### config.mk
export PLATFORM = sky130hd
export DESIGN_NAME = png_stored_deflate_encoder
export DESIGN_NICKNAME = d
export VERILOG_FILES = /design/src/rtl/core/pngse_pkg.sv /design/src/rtl/core/pngse_front.sv /design/src/rtl/core/pngse_back.sv /design/src/rtl/core/pngse_outq.sv /design/src/rtl/core/png_stored_deflate_encoder.sv
export SDC_FILE = /design/constraint.sdc
export NUM_CORES = 1
export LEC_CHECK = 0
export BUFFER_PORTS_ARGS = -buffer_cell sky130_fd_sc_hd__buf_4
export CORE_AREA = 5 5 229 231
export CTS_BUF_LIST = sky130_fd_sc_hd__clkbuf_16
export DETAILED_ROUTE_END_ITERATION = 10
export DIE_AREA = 0 0 234 236
export PLACE_DENSITY = 0.69
export SYNTH_ARGS = -nofsm -noshare
export SYNTH_HDL_FRONTEND = slang
export SYNTH_HIERARCHICAL = 1
export SYNTH_SLANG_ARGS = --single-unit
### constraint.sdc
create_clock -name clk -period 12 [get_ports clk]
set_input_delay 0.6 -clock clk [delete_from_list [all_inputs] [get_ports clk]]
set_output_delay 0.6 -clock clk [all_outputs]
set_load 0.005 [all_outputs]
### src/rtl/core/pngse_pkg.sv
// Shared types, constants and functions of the PNG stored-deflate encoder.
package pngse_pkg;

  localparam int MAX_SIDE_DEF = 4096;
  localparam int FQ_DEPTH_DEF = 4;
  localparam int SIDE_W = 13;
  localparam int CFG_IDX_W = 2;

  localparam logic [CFG_IDX_W-1:0] REG_WIDTH = 2'd0;
  localparam logic [CFG_IDX_W-1:0] REG_HEIGHT = 2'd1;

  localparam logic OP_START = 1'b0;
  localparam logic OP_PIXEL = 1'b1;

  localparam logic [31:0] CRC_POLY = 32'hEDB88320;
  localparam logic [31:0] CRC_INIT = 32'hFFFFFFFF;
  localparam logic [16:0] ADLER_MOD = 17'd65521;
  localparam logic [15:0] BLOCK_MAX = 16'hFFFF;

  localparam logic [31:0] TAG_IHDR = 32'h49484452;
  localparam logic [31:0] TAG_IDAT = 32'h49444154;
  localparam logic [31:0] TAG_IEND = 32'h49454E44;
  localparam logic [7:0] ZLIB_CMF = 8'h78;
  localparam logic [7:0] ZLIB_FLG = 8'h01;
  localparam logic [7:0] IHDR_LEN = 8'd13;
  localparam logic [7:0] BIT_DEPTH = 8'd8;
  localparam logic [7:0] COLOR_RGBA = 8'd6;

  localparam logic [7:0] PNG_SIG [8] = '{8'd137, 8'd80, 8'd78, 8'd71,
                                         8'd13, 8'd10, 8'd26, 8'd10};

  typedef struct packed {
    logic       op;
    logic [7:0] pix;
  } item_t;

  typedef struct packed {
    logic [7:0] data;
    logic       last;
    logic       eof;
  } beat_t;

  function automatic logic [31:0] crc_byte(input logic [31:0] c, input logic [7:0] b);
    logic [31:0] v;
    v = c ^ {24'd0, b};
    for (int k = 0; k < 8; k++) begin
      v = v[0] ? (CRC_POLY ^ (v >> 1)) : (v >> 1);
    end
    return v;
  endfunction

  function automatic logic [7:0] be_byte(input logic [31:0] v, input logic [1:0] k);
    return v[(3 - int'(k)) * 8 +: 8];
  endfunction

endpackage

### src/rtl/core/pngse_front.sv
// Input item queue that decouples the accepting side from the byte sequencer.
module pngse_front #(
  parameter int DEPTH = pngse_pkg::FQ_DEPTH_DEF
) (
  input  logic              clk,
  input  logic              rst_n,
  input  logic              push,
  input  pngse_pkg::item_t  item_in,
  output logic              full,
  output pngse_pkg::item_t  item_out,
  output logic              item_valid,
  input  logic              item_take
);

  localparam int PW = (DEPTH > 1) ? $clog2(DEPTH) : 1;
  localparam int CW = $clog2(DEPTH + 1);

  pngse_pkg::item_t mem_r [DEPTH];
  logic [PW-1:0] wr_r, rd_r;
  logic [CW-1:0] cnt_r;
  logic do_push, do_pop;

  assign full = (cnt_r == CW'(DEPTH));
  assign item_valid = (cnt_r != '0);
  assign item_out = mem_r[rd_r];
  assign do_push = push && !full;
  assign do_pop = item_take && item_valid;

  always_ff @(posedge clk) begin
    if (do_push) begin
      mem_r[wr_r] <= item_in;
    end
  end

  always_ff @(posedge clk) begin
    if (!rst_n) begin
      wr_r <= '0;
      rd_r <= '0;
      cnt_r <= '0;
    end else begin
      if (do_push) begin
        wr_r <= (wr_r == PW'(DEPTH - 1)) ? '0 : wr_r + 1'b1;
      end
      if (do_pop) begin
        rd_r <= (rd_r == PW'(DEPTH - 1)) ? '0 : rd_r + 1'b1;
      end
      if (do_push && !do_pop) begin
        cnt_r <= cnt_r + 1'b1;
      end else if (!do_push && do_pop) begin
        cnt_r <= cnt_r - 1'b1;
      end
    end
  end

endmodule

### src/rtl/core/pngse_back.sv
// Byte sequencer: file head, block headers, pixel data, checksums and trailer.
module pngse_back #(
  parameter int MAX_SIDE = pngse_pkg::MAX_SIDE_DEF
) (
  input  logic                         clk,
  input  logic                         rst_n,
  input  logic [pngse_pkg::SIDE_W-1:0] cfg_w,
  input  logic [pngse_pkg::SIDE_W-1:0] cfg_h,
  input  pngse_pkg::item_t             item,
  input  logic                         item_valid,
  output logic                         item_take,
  input  logic                         space,
  output pngse_pkg::beat_t             beat,
  output logic                         beat_valid
);

  localparam int SW = pngse_pkg::SIDE_W;
  localparam int ROW_W = SW + 2;
  localparam int RAW_W = $clog2(MAX_SIDE * (4 * MAX_SIDE + 1) + 1);
  localparam int X_W = ((RAW_W > 16) ? RAW_W : 16) + 1;
  localparam int BLK_W = (RAW_W > 16) ? RAW_W - 15 : 1;

  localparam logic [1:0] ST_IDLE = 2'd0;
  localparam logic [1:0] ST_HEAD = 2'd1;
  localparam logic [1:0] ST_RAW = 2'd2;
  localparam logic [1:0] ST_TAIL = 2'd3;

  logic [1:0] st_r, st_nxt;
  logic [5:0] idx_r, idx_nxt;
  logic [2:0] hk_r, hk_nxt;
  logic filt_r, filt_nxt;
  logic [7:0] pix_r, pix_nxt;
  logic active_r, active_nxt;
  logic [31:0] crc_r, crc_nxt;
  logic [15:0] alo_r, alo_nxt, ahi_r, ahi_nxt;
  logic [15:0] bleft_r, bleft_nxt;
  logic [RAW_W-1:0] rleft_r, rleft_nxt;
  logic [ROW_W-1:0] col_r, col_nxt;
  logic [SW-1:0] w_r, w_nxt, h_r, h_nxt;

  logic [RAW_W-1:0] raw_r;
  logic [BLK_W-1:0] blk_r;
  logic [31:0] idat_r;

  logic [SW+ROW_W-1:0] prod;
  logic [ROW_W-1:0] row_bytes;
  logic [X_W-1:0] xs, q0;
  logic [X_W:0] rem;
  logic [SW-1:0] w_cl, h_cl;
  logic [15:0] blen;
  logic [7:0] cur, bbyte;
  logic feed, restart;
  logic [31:0] crc_in;
  logic [16:0] lo1, hi1;
  logic [15:0] lo2, hi2;
  logic [1:0] k1;

  assign row_bytes = {w_r, 2'b00};
  assign prod = (SW + ROW_W)'(h_r) * (SW + ROW_W)'(row_bytes + 1'b1);
  assign xs = X_W'(raw_r) + X_W'(17'd65534);
  assign q0 = xs >> 16;
  assign rem = (X_W + 1)'(xs[15:0]) + (X_W + 1)'(q0);

  always_ff @(posedge clk) begin
    raw_r <= RAW_W'(prod);
    blk_r <= BLK_W'(q0 + X_W'(rem >= (X_W + 1)'(17'd65535)));
    idat_r <= 32'(raw_r) + (32'(blk_r) << 2) + 32'(blk_r) + 32'd6;
  end

  assign w_cl = (cfg_w == '0) ? SW'(1) :
                ((32'(cfg_w) > 32'(MAX_SIDE)) ? SW'(MAX_SIDE) : cfg_w);
  assign h_cl = (cfg_h == '0) ? SW'(1) :
                ((32'(cfg_h) > 32'(MAX_SIDE)) ? SW'(MAX_SIDE) : cfg_h);
  assign blen = (32'(rleft_r) < 32'(pngse_pkg::BLOCK_MAX)) ? 16'(rleft_r)
                                                           : pngse_pkg::BLOCK_MAX;
  assign cur = filt_r ? 8'd0 : pix_r;
  assign k1 = 2'(idx_r - 6'd1);
  assign crc_in = restart ? pngse_pkg::CRC_INIT : crc_r;
  assign lo1 = {1'b0, alo_r} + 17'(cur);
  assign lo2 = (lo1 >= pngse_pkg::ADLER_MOD) ? 16'(lo1 - pngse_pkg::ADLER_MOD) : lo1[15:0];
  assign hi1 = {1'b0, ahi_r} + {1'b0, lo2};
  assign hi2 = (hi1 >= pngse_pkg::ADLER_MOD) ? 16'(hi1 - pngse_pkg::ADLER_MOD) : hi1[15:0];

  always_comb begin
    st_nxt = st_r;
    idx_nxt = idx_r;
    hk_nxt = hk_r;
    filt_nxt = filt_r;
    pix_nxt = pix_r;
    active_nxt = active_r;
    alo_nxt = alo_r;
    ahi_nxt = ahi_r;
    bleft_nxt = bleft_r;
    rleft_nxt = rleft_r;
    col_nxt = col_r;
    w_nxt = w_r;
    h_nxt = h_r;
    item_take = 1'b0;
    beat_valid = 1'b0;
    bbyte = 8'd0;
    beat.last = 1'b0;
    beat.eof = 1'b0;
    feed = 1'b0;
    restart = 1'b0;
    unique case (st_r)
      ST_IDLE: begin
        if (item_valid) begin
          item_take = 1'b1;
          if (item.op == pngse_pkg::OP_START) begin
            st_nxt = ST_HEAD;
            idx_nxt = '0;
            w_nxt = w_cl;
            h_nxt = h_cl;
          end else if (active_r) begin
            st_nxt = ST_RAW;
            hk_nxt = '0;
            pix_nxt = item.pix;
            if (col_r == '0) begin
              filt_nxt = 1'b1;
              col_nxt = row_bytes - 1'b1;
            end else begin
              filt_nxt = 1'b0;
              col_nxt = col_r - 1'b1;
            end
          end
        end
      end
      ST_HEAD: begin
        if (space) begin
          beat_valid = 1'b1;
          idx_nxt = idx_r + 1'b1;
          restart = (idx_r == 6'd12) || (idx_r == 6'd37);
          feed = ((idx_r >= 6'd12) && (idx_r <= 6'd28)) || (idx_r >= 6'd37);
          priority if (idx_r < 6'd8) bbyte = pngse_pkg::PNG_SIG[idx_r[2:0]];
          else if (idx_r < 6'd12) bbyte = pngse_pkg::be_byte(32'(pngse_pkg::IHDR_LEN), idx_r[1:0]);
          else if (idx_r < 6'd16) bbyte = pngse_pkg::be_byte(pngse_pkg::TAG_IHDR, idx_r[1:0]);
          else if (idx_r < 6'd20) bbyte = pngse_pkg::be_byte(32'(w_r), idx_r[1:0]);
          else if (idx_r < 6'd24) bbyte = pngse_pkg::be_byte(32'(h_r), idx_r[1:0]);
          else if (idx_r == 6'd24) bbyte = pngse_pkg::BIT_DEPTH;
          else if (idx_r == 6'd25) bbyte = pngse_pkg::COLOR_RGBA;
          else if (idx_r < 6'd29) bbyte = 8'd0;
          else if (idx_r < 6'd33) bbyte = pngse_pkg::be_byte(~crc_r, k1);
          else if (idx_r < 6'd37) bbyte = pngse_pkg::be_byte(idat_r, k1);
          else if (idx_r < 6'd41) bbyte = pngse_pkg::be_byte(pngse_pkg::TAG_IDAT, k1);
          else if (idx_r == 6'd41) bbyte = pngse_pkg::ZLIB_CMF;
          else bbyte = pngse_pkg::ZLIB_FLG;
          if (idx_r == 6'd42) begin
            beat.last = 1'b1;
            st_nxt = ST_IDLE;
            active_nxt = 1'b1;
            alo_nxt = 16'd1;
            ahi_nxt = 16'd0;
            bleft_nxt = '0;
            rleft_nxt = raw_r;
            col_nxt = '0;
          end
        end
      end
      ST_RAW: begin
        if (space) begin
          beat_valid = 1'b1;
          feed = 1'b1;
          if (bleft_r == '0) begin
            unique case (hk_r)
              3'd0: bbyte = {7'd0, (32'(rleft_r) <= 32'(pngse_pkg::BLOCK_MAX))};
              3'd1: bbyte = blen[7:0];
              3'd2: bbyte = blen[15:8];
              3'd3: bbyte = ~blen[7:0];
              3'd4: bbyte = ~blen[15:8];
              default: bbyte = 8'd0;
            endcase
            hk_nxt = hk_r + 1'b1;
            if (hk_r == 3'd4) begin
              hk_nxt = '0;
              bleft_nxt = blen;
            end
          end else begin
            bbyte = cur;
            alo_nxt = lo2;
            ahi_nxt = hi2;
            bleft_nxt = bleft_r - 1'b1;
            rleft_nxt = rleft_r - 1'b1;
            if (filt_r) begin
              filt_nxt = 1'b0;
            end else if (rleft_r == RAW_W'(1)) begin
              st_nxt = ST_TAIL;
              idx_nxt = '0;
            end else begin
              beat.last = 1'b1;
              st_nxt = ST_IDLE;
            end
          end
        end
      end
      ST_TAIL: begin
        if (space) begin
          beat_valid = 1'b1;
          idx_nxt = idx_r + 1'b1;
          restart = (idx_r == 6'd12);
          feed = (idx_r < 6'd4) || ((idx_r >= 6'd12) && (idx_r < 6'd16));
          priority if (idx_r < 6'd4) bbyte = pngse_pkg::be_byte({ahi_r, alo_r}, idx_r[1:0]);
          else if (idx_r < 6'd8) bbyte = pngse_pkg::be_byte(~crc_r, idx_r[1:0]);
          else if (idx_r < 6'd12) bbyte = 8'd0;
          else if (idx_r < 6'd16) bbyte = pngse_pkg::be_byte(pngse_pkg::TAG_IEND, idx_r[1:0]);
          else bbyte = pngse_pkg::be_byte(~crc_r, idx_r[1:0]);
          if (idx_r == 6'd19) begin
            beat.last = 1'b1;
            beat.eof = 1'b1;
            st_nxt = ST_IDLE;
            active_nxt = 1'b0;
          end
        end
      end
      default: st_nxt = ST_IDLE;
    endcase
    beat.data = bbyte;
    crc_nxt = feed ? pngse_pkg::crc_byte(crc_in, bbyte) : crc_r;
  end

  always_ff @(posedge clk) begin
    if (!rst_n) begin
      st_r <= ST_IDLE;
      idx_r <= '0;
      hk_r <= '0;
      filt_r <= 1'b0;
      active_r <= 1'b0;
      crc_r <= pngse_pkg::CRC_INIT;
      alo_r <= 16'd1;
      ahi_r <= '0;
      bleft_r <= '0;
      rleft_r <= '0;
      col_r <= '0;
      w_r <= SW'(1);
      h_r <= SW'(1);
    end else begin
      st_r <= st_nxt;
      idx_r <= idx_nxt;
      hk_r <= hk_nxt;
      filt_r <= filt_nxt;
      active_r <= active_nxt;
      crc_r <= crc_nxt;
      alo_r <= alo_nxt;
      ahi_r <= ahi_nxt;
      bleft_r <= bleft_nxt;
      rleft_r <= rleft_nxt;
      col_r <= col_nxt;
      w_r <= w_nxt;
      h_r <= h_nxt;
    end
  end

  always_ff @(posedge clk) begin
    pix_r <= pix_nxt;
  end

endmodule

### src/rtl/core/pngse_outq.sv
// Two-entry result queue between the byte sequencer and the output ports.
module pngse_outq (
  input  logic             clk,
  input  logic             rst_n,
  input  logic             push,
  input  pngse_pkg::beat_t beat_in,
  output logic             space,
  output logic             empty,
  input  logic             pop,
  output pngse_pkg::beat_t beat_out
);

  pngse_pkg::beat_t mem_r [2];
  logic wr_r, rd_r;
  logic [1:0] cnt_r;
  logic do_pop;

  assign space = (cnt_r != 2'd2);
  assign empty = (cnt_r == 2'd0);
  assign beat_out = mem_r[rd_r];
  assign do_pop = pop && !empty;

  always_ff @(posedge clk) begin
    if (push) begin
      mem_r[wr_r] <= beat_in;
    end
  end

  always_ff @(posedge clk) begin
    if (!rst_n) begin
      wr_r <= 1'b0;
      rd_r <= 1'b0;
      cnt_r <= 2'd0;
    end else begin
      if (push) begin
        wr_r <= ~wr_r;
      end
      if (do_pop) begin
        rd_r <= ~rd_r;
      end
      if (push && !do_pop) begin
        cnt_r <= cnt_r + 1'b1;
      end else if (!push && do_pop) begin
        cnt_r <= cnt_r - 1'b1;
      end
    end
  end

endmodule

### src/rtl/core/png_stored_deflate_encoder.sv
// Top level of the PNG stored-deflate encoder: config registers and the item path.
// Throughput: one output byte per cycle while the output queue has space; the sequencer
// fetches each item while idle and takes the next one only after the current one's last byte.
// An accepted item passes through the input queue and the sequencer into the output queue.
// Reset is synchronous and active low; it empties both queues and sets width and height to 1.
module png_stored_deflate_encoder #(
  parameter int MAX_SIDE = pngse_pkg::MAX_SIDE_DEF,
  parameter int FQ_DEPTH = pngse_pkg::FQ_DEPTH_DEF
) (
  input  logic                            clk,
  input  logic                            rst_n,
  input  logic                            in_push,
  output logic                            in_full,
  input  logic                            in_op,
  input  logic [7:0]                      in_pixel_byte,
  output logic                            out_empty,
  input  logic                            out_pop,
  output logic [7:0]                      out_out_byte,
  output logic                            out_last_of_run,
  output logic                            out_end_of_file,
  input  logic                            cfg_valid,
  output logic                            cfg_ready,
  input  logic [pngse_pkg::CFG_IDX_W-1:0] cfg_index,
  input  logic [pngse_pkg::SIDE_W-1:0]    cfg_data
);

  logic [pngse_pkg::SIDE_W-1:0] width_r, height_r;
  pngse_pkg::item_t in_item, q_item;
  pngse_pkg::beat_t bk_beat, out_beat;
  logic q_valid, q_take, bk_valid, oq_space;

  assign cfg_ready = 1'b1;

  always_ff @(posedge clk) begin
    if (!rst_n) begin
      width_r <= pngse_pkg::SIDE_W'(1);
      height_r <= pngse_pkg::SIDE_W'(1);
    end else if (cfg_valid) begin
      if (cfg_index == pngse_pkg::REG_WIDTH) begin
        width_r <= cfg_data;
      end else if (cfg_index == pngse_pkg::REG_HEIGHT) begin
        height_r <= cfg_data;
      end
    end
  end

  assign in_item.op = in_op;
  assign in_item.pix = in_pixel_byte;

  pngse_front #(.DEPTH(FQ_DEPTH)) u_front (
    .clk(clk), .rst_n(rst_n), .push(in_push), .item_in(in_item), .full(in_full),
    .item_out(q_item), .item_valid(q_valid), .item_take(q_take)
  );

  pngse_back #(.MAX_SIDE(MAX_SIDE)) u_back (
    .clk(clk), .rst_n(rst_n), .cfg_w(width_r), .cfg_h(height_r),
    .item(q_item), .item_valid(q_valid), .item_take(q_take),
    .space(oq_space), .beat(bk_beat), .beat_valid(bk_valid)
  );

  pngse_outq u_outq (
    .clk(clk), .rst_n(rst_n), .push(bk_valid), .beat_in(bk_beat), .space(oq_space),
    .empty(out_empty), .pop(out_pop), .beat_out(out_beat)
  );

  assign out_out_byte = out_beat.data;
  assign out_last_of_run = out_beat.last;
  assign out_end_of_file = out_beat.eof;

endmodule

==> results.toml <==
[grt]
grt_pass1_vias = 21900
grt_start_max_net_pins = 85
initial_antenna_violation_count = 2
global_route.usage.met2_pct = 41.1
grt_use_met3_pct = 4.59
grt_use_met1_pct = 37.3
grt.overflow.total = 0
total_track_usage_pct = 26.1
grt.busiest_layer = "met2"
grt_first_pass_wirelength_mm = 117

[timing]
holdWs_ns = 0.242
maxClockFrequency_ghz = 0.124
timing_hold_violations_final = 0
min_period_ns = 8.05
rsz0062_at_grt = "false"
maxSlewHeadroom_pct = 28.8
setup-violations-final = 0
final_min_period_over_clock_period_pct = 67.1
slew_violations = 0
worst_slew_pin_slew_ns = 1.06
tns_ns = 0
fin_worst_skew_ns = 0.0160

[die]
initial_core_util_pct = 53.4
floorplan.core_area_um2 = 49900
die_width_um = 234
floorplan.rows = 82
die-area_um2 = 55200
boundaryPins = 42
chipHeight_um = 236

[layout]
share_of_final_layout_standard_cells_stronger_than_drive_strength_1_pct = 7.60
final_common_cell = "sky130_fd_sc_hd__nand2_1"
final_util_pct = 57.3
insertedDiodeCount = 0
finish.cell_count_without_fillers = 3671
nNetsFinal = 3318
final_area_um2 = 28600
area_growth_pct = 7.25
layout.cells.most_common_list = "sky130_fd_sc_hd__nand2_1 (327), sky130_fd_sc_hd__dfxtp_1 (267), sky130_fd_sc_hd__nor2_1 (248)"

[clocking]
postcts_setup_bufs = 0
clock-root-buffer = "sky130_fd_sc_hd__clkbuf_16"
cts_tree = "yes"
htreeDepth = 2
clk_path_buf_depth = 3
cts.hold.buffers_added = 0
cts-buffers-inserted = 38
clkSinkCount = 332
clk_pin_slew_worst_paths_ns = 0.06
cts-resized-gates = 0
worst_skew_pair.late_latency_ns = 0.56

[route]
drt-total-wl_mm = 73.5
detail_route.vias_per_cell = 6.06
route.vias.total = 22200
detailedRoute.firstIterationViolations = 2226
dr.pass1.iters = 6
routed_wl_per_cell_um = 20.0
postRouteAntennaNets = 0
drt_drc_violations_left = 0

[place]
dp_cell_count = 3601
dpl_cell_area_um2 = 27300
portBuffers = 40
post-dp-hpwl_mm = 54.2
gp_congestion = 0.952

[synthesis]
synthTopCellsByArea = "sky130_fd_sc_hd__dfxtp_1 (20%), sky130_fd_sc_hd__fa_1 (11%), sky130_fd_sc_hd__ha_1 (8.2%), sky130_fd_sc_hd__edfxtp_1 (7.2%), sky130_fd_sc_hd__nand2_1 (4.6%)"
synthDistinctLibCells = 105
area_share_of_the_leading_cell_type_in_the_synthesized_netlist_pct = 20.1
yosysWarnings = 6
synth_seq_cells = 332
netlist.top_cell.by_area = "sky130_fd_sc_hd__dfxtp_1"
ys.flop_type = "sky130_fd_sc_hd__dfxtp_1"
async_flop_share_pct = 0
synth_seq_area_share_pct = 27.4
mean_area_per_synthesized_cell_um2 = 8.78
syn_nets = 3383
edff_count_synth = 64
synthesized_area_um2 = 26600
post_synth_inst_count = 3034

[min_path]
worst_min_path_class = "in -> reg"

[pwr]
worst_ir_drop_vdd_uv = 150
power.leakage_nw = 12.0
pwrdens_nw_per_um2 = 186

[worst_setup_path]
worstSetupEndpointType = "register"
crit_arrival_ns = 8.50
cpPeakStageDelay_ns = 0.71
startpoint_type = "register"
critical_path_class = "reg -> reg"
crit_path_max_fanout = 14
cp.required_ns = 12.45
cp_slowest_cell = "sky130_fd_sc_hd__a2111oi_0"
timing.critical_path.cells = "nor2b_1 -> ha_1 -> nor2b_1 -> o311a_1 -> o32a_1 -> or2_0 -> or4_4 -> a311oi_4 -> a31oi_4 -> o21ai_0 -> inv_1 -> ha_1 -> a21o_1 -> a21o_1 -> a2111oi_0 -> o21a_1 -> nor2_1 -> a311oi_1 -> mux2_2 -> a2111oi_2 -> buf_4 -> o211ai_1 -> and3_1 -> or3_1"

[job]
maxCapViolations = 0

[outcome]
outcome = "finished clean"
-- worst max-delay path: cells and delay by family, from the launching register on --
kind | cells | cell delay [ns]
AOI/OAI and AO/OA | 12 | 4.11
and+or+nand+nor | 7 | 1.85
muxes | 1 | 0.41
adders and majority gates | 2 | 0.66
DFF | 1 | 0.55
buffers and inverters | 2 | 0.34
-- path summary, 6_finish.rpt --
kind | startpoint | to | slack [ns] | depth (start not counted)
worst max-delay path | u_back/filt_r | u_back/ahi_r[10] | 3.95 | 24
worst min-delay path | in_pixel_byte[6] | u_front/mem_r[0][6] | 0.24 | 1
worst max register to register | u_back/filt_r | u_back/ahi_r[10] | 3.95 | 24
worst min register to register | width_r[5] | width_r[5] | 0.47 | 2
-- cell usage after synthesis, drive strengths merged, types with 8 or more instances --
master	number
a211oi	25
a21boi	8
a21o	24
a21oi	166
a22o	8
a22oi	25
a311oi	8
a31oi	21
and2	111
and3	18
buf	37
clkbuf	129
dfxtp	268
edfxtp	64
fa	145
ha	175
inv	239
mux2	19
mux2i	58
mux4	38
nand2	328
nand2b	21
nand3	58
nand4	22
nor2	249
nor2b	38
nor3	68
nor3b	10
nor4	26
o2111ai	8
o211ai	37
o21a	13
o21ai	151
o21bai	15
o22ai	16
o311a	8
o31ai	15
or2	14
or3	41
xnor2	142
xor2	80
-- state kept, by name (all words and copies together), names as in the netlist, 15 cells and up, named ones only --
register	flops
u_back/ahi_r	16
u_back/alo_r	16
u_back/bleft_r	16
u_back/col_r	15
u_back/crc_r	32
u_back/idat_r	28
u_back/raw_r	27
u_back/rleft_r	27
u_front/mem_r	36
u_outq/mem_r	20
-- report_power, final --
part | internal (mW) | leakage (nW) | switching [mW]
Sequential | 1.31 | 2.76 | 0.224
Combinational | 0.945 | 8.63 | 1.62
Clock | 0.715 | 0.640 | 0.495
-- cells by family after synthesis --
logic type / after synthesis / synth area share, %
adder cells (fa/ha/maj): 322 / 19.2
XOR/XNOR: 223 / 7.82
flip-flops: 332 / 27.4
AND/OR/NAND/NOR: 1036 / 18.8
multiplexers: 115 / 6.20
AO/OA/AOI/OAI: 600 / 14.7
buffers and inverters: 405 / 5.92
other: 1 / 0.0141
-- layer usage --
layer,part of all wire [%],up-vias
met4,2.6,2
met3,8.1,146
met1,44,10800
met5,0.018,-
li1,-,10400
met2,46,892
-- through the flow --
step                      setup WS (ns)  total power [mW]
after global routing               3.47              5.64
after detailed placement           4.05              4.06
after floorplan                    4.93              3.39
after global placement             4.30              4.00
final                              3.95              5.31
after CTS                          4.01              5.28
-- cell type report --
class	count	area [µm²]
clock inverter	32	344
multi-input combinational	2297	17800
sequential	332	7290
timing repair buffer	61	458
clock buffer	38	951
tap	672	841
fill	4519	21300
inverter	239	897
(Power assumes the default switching activity.)
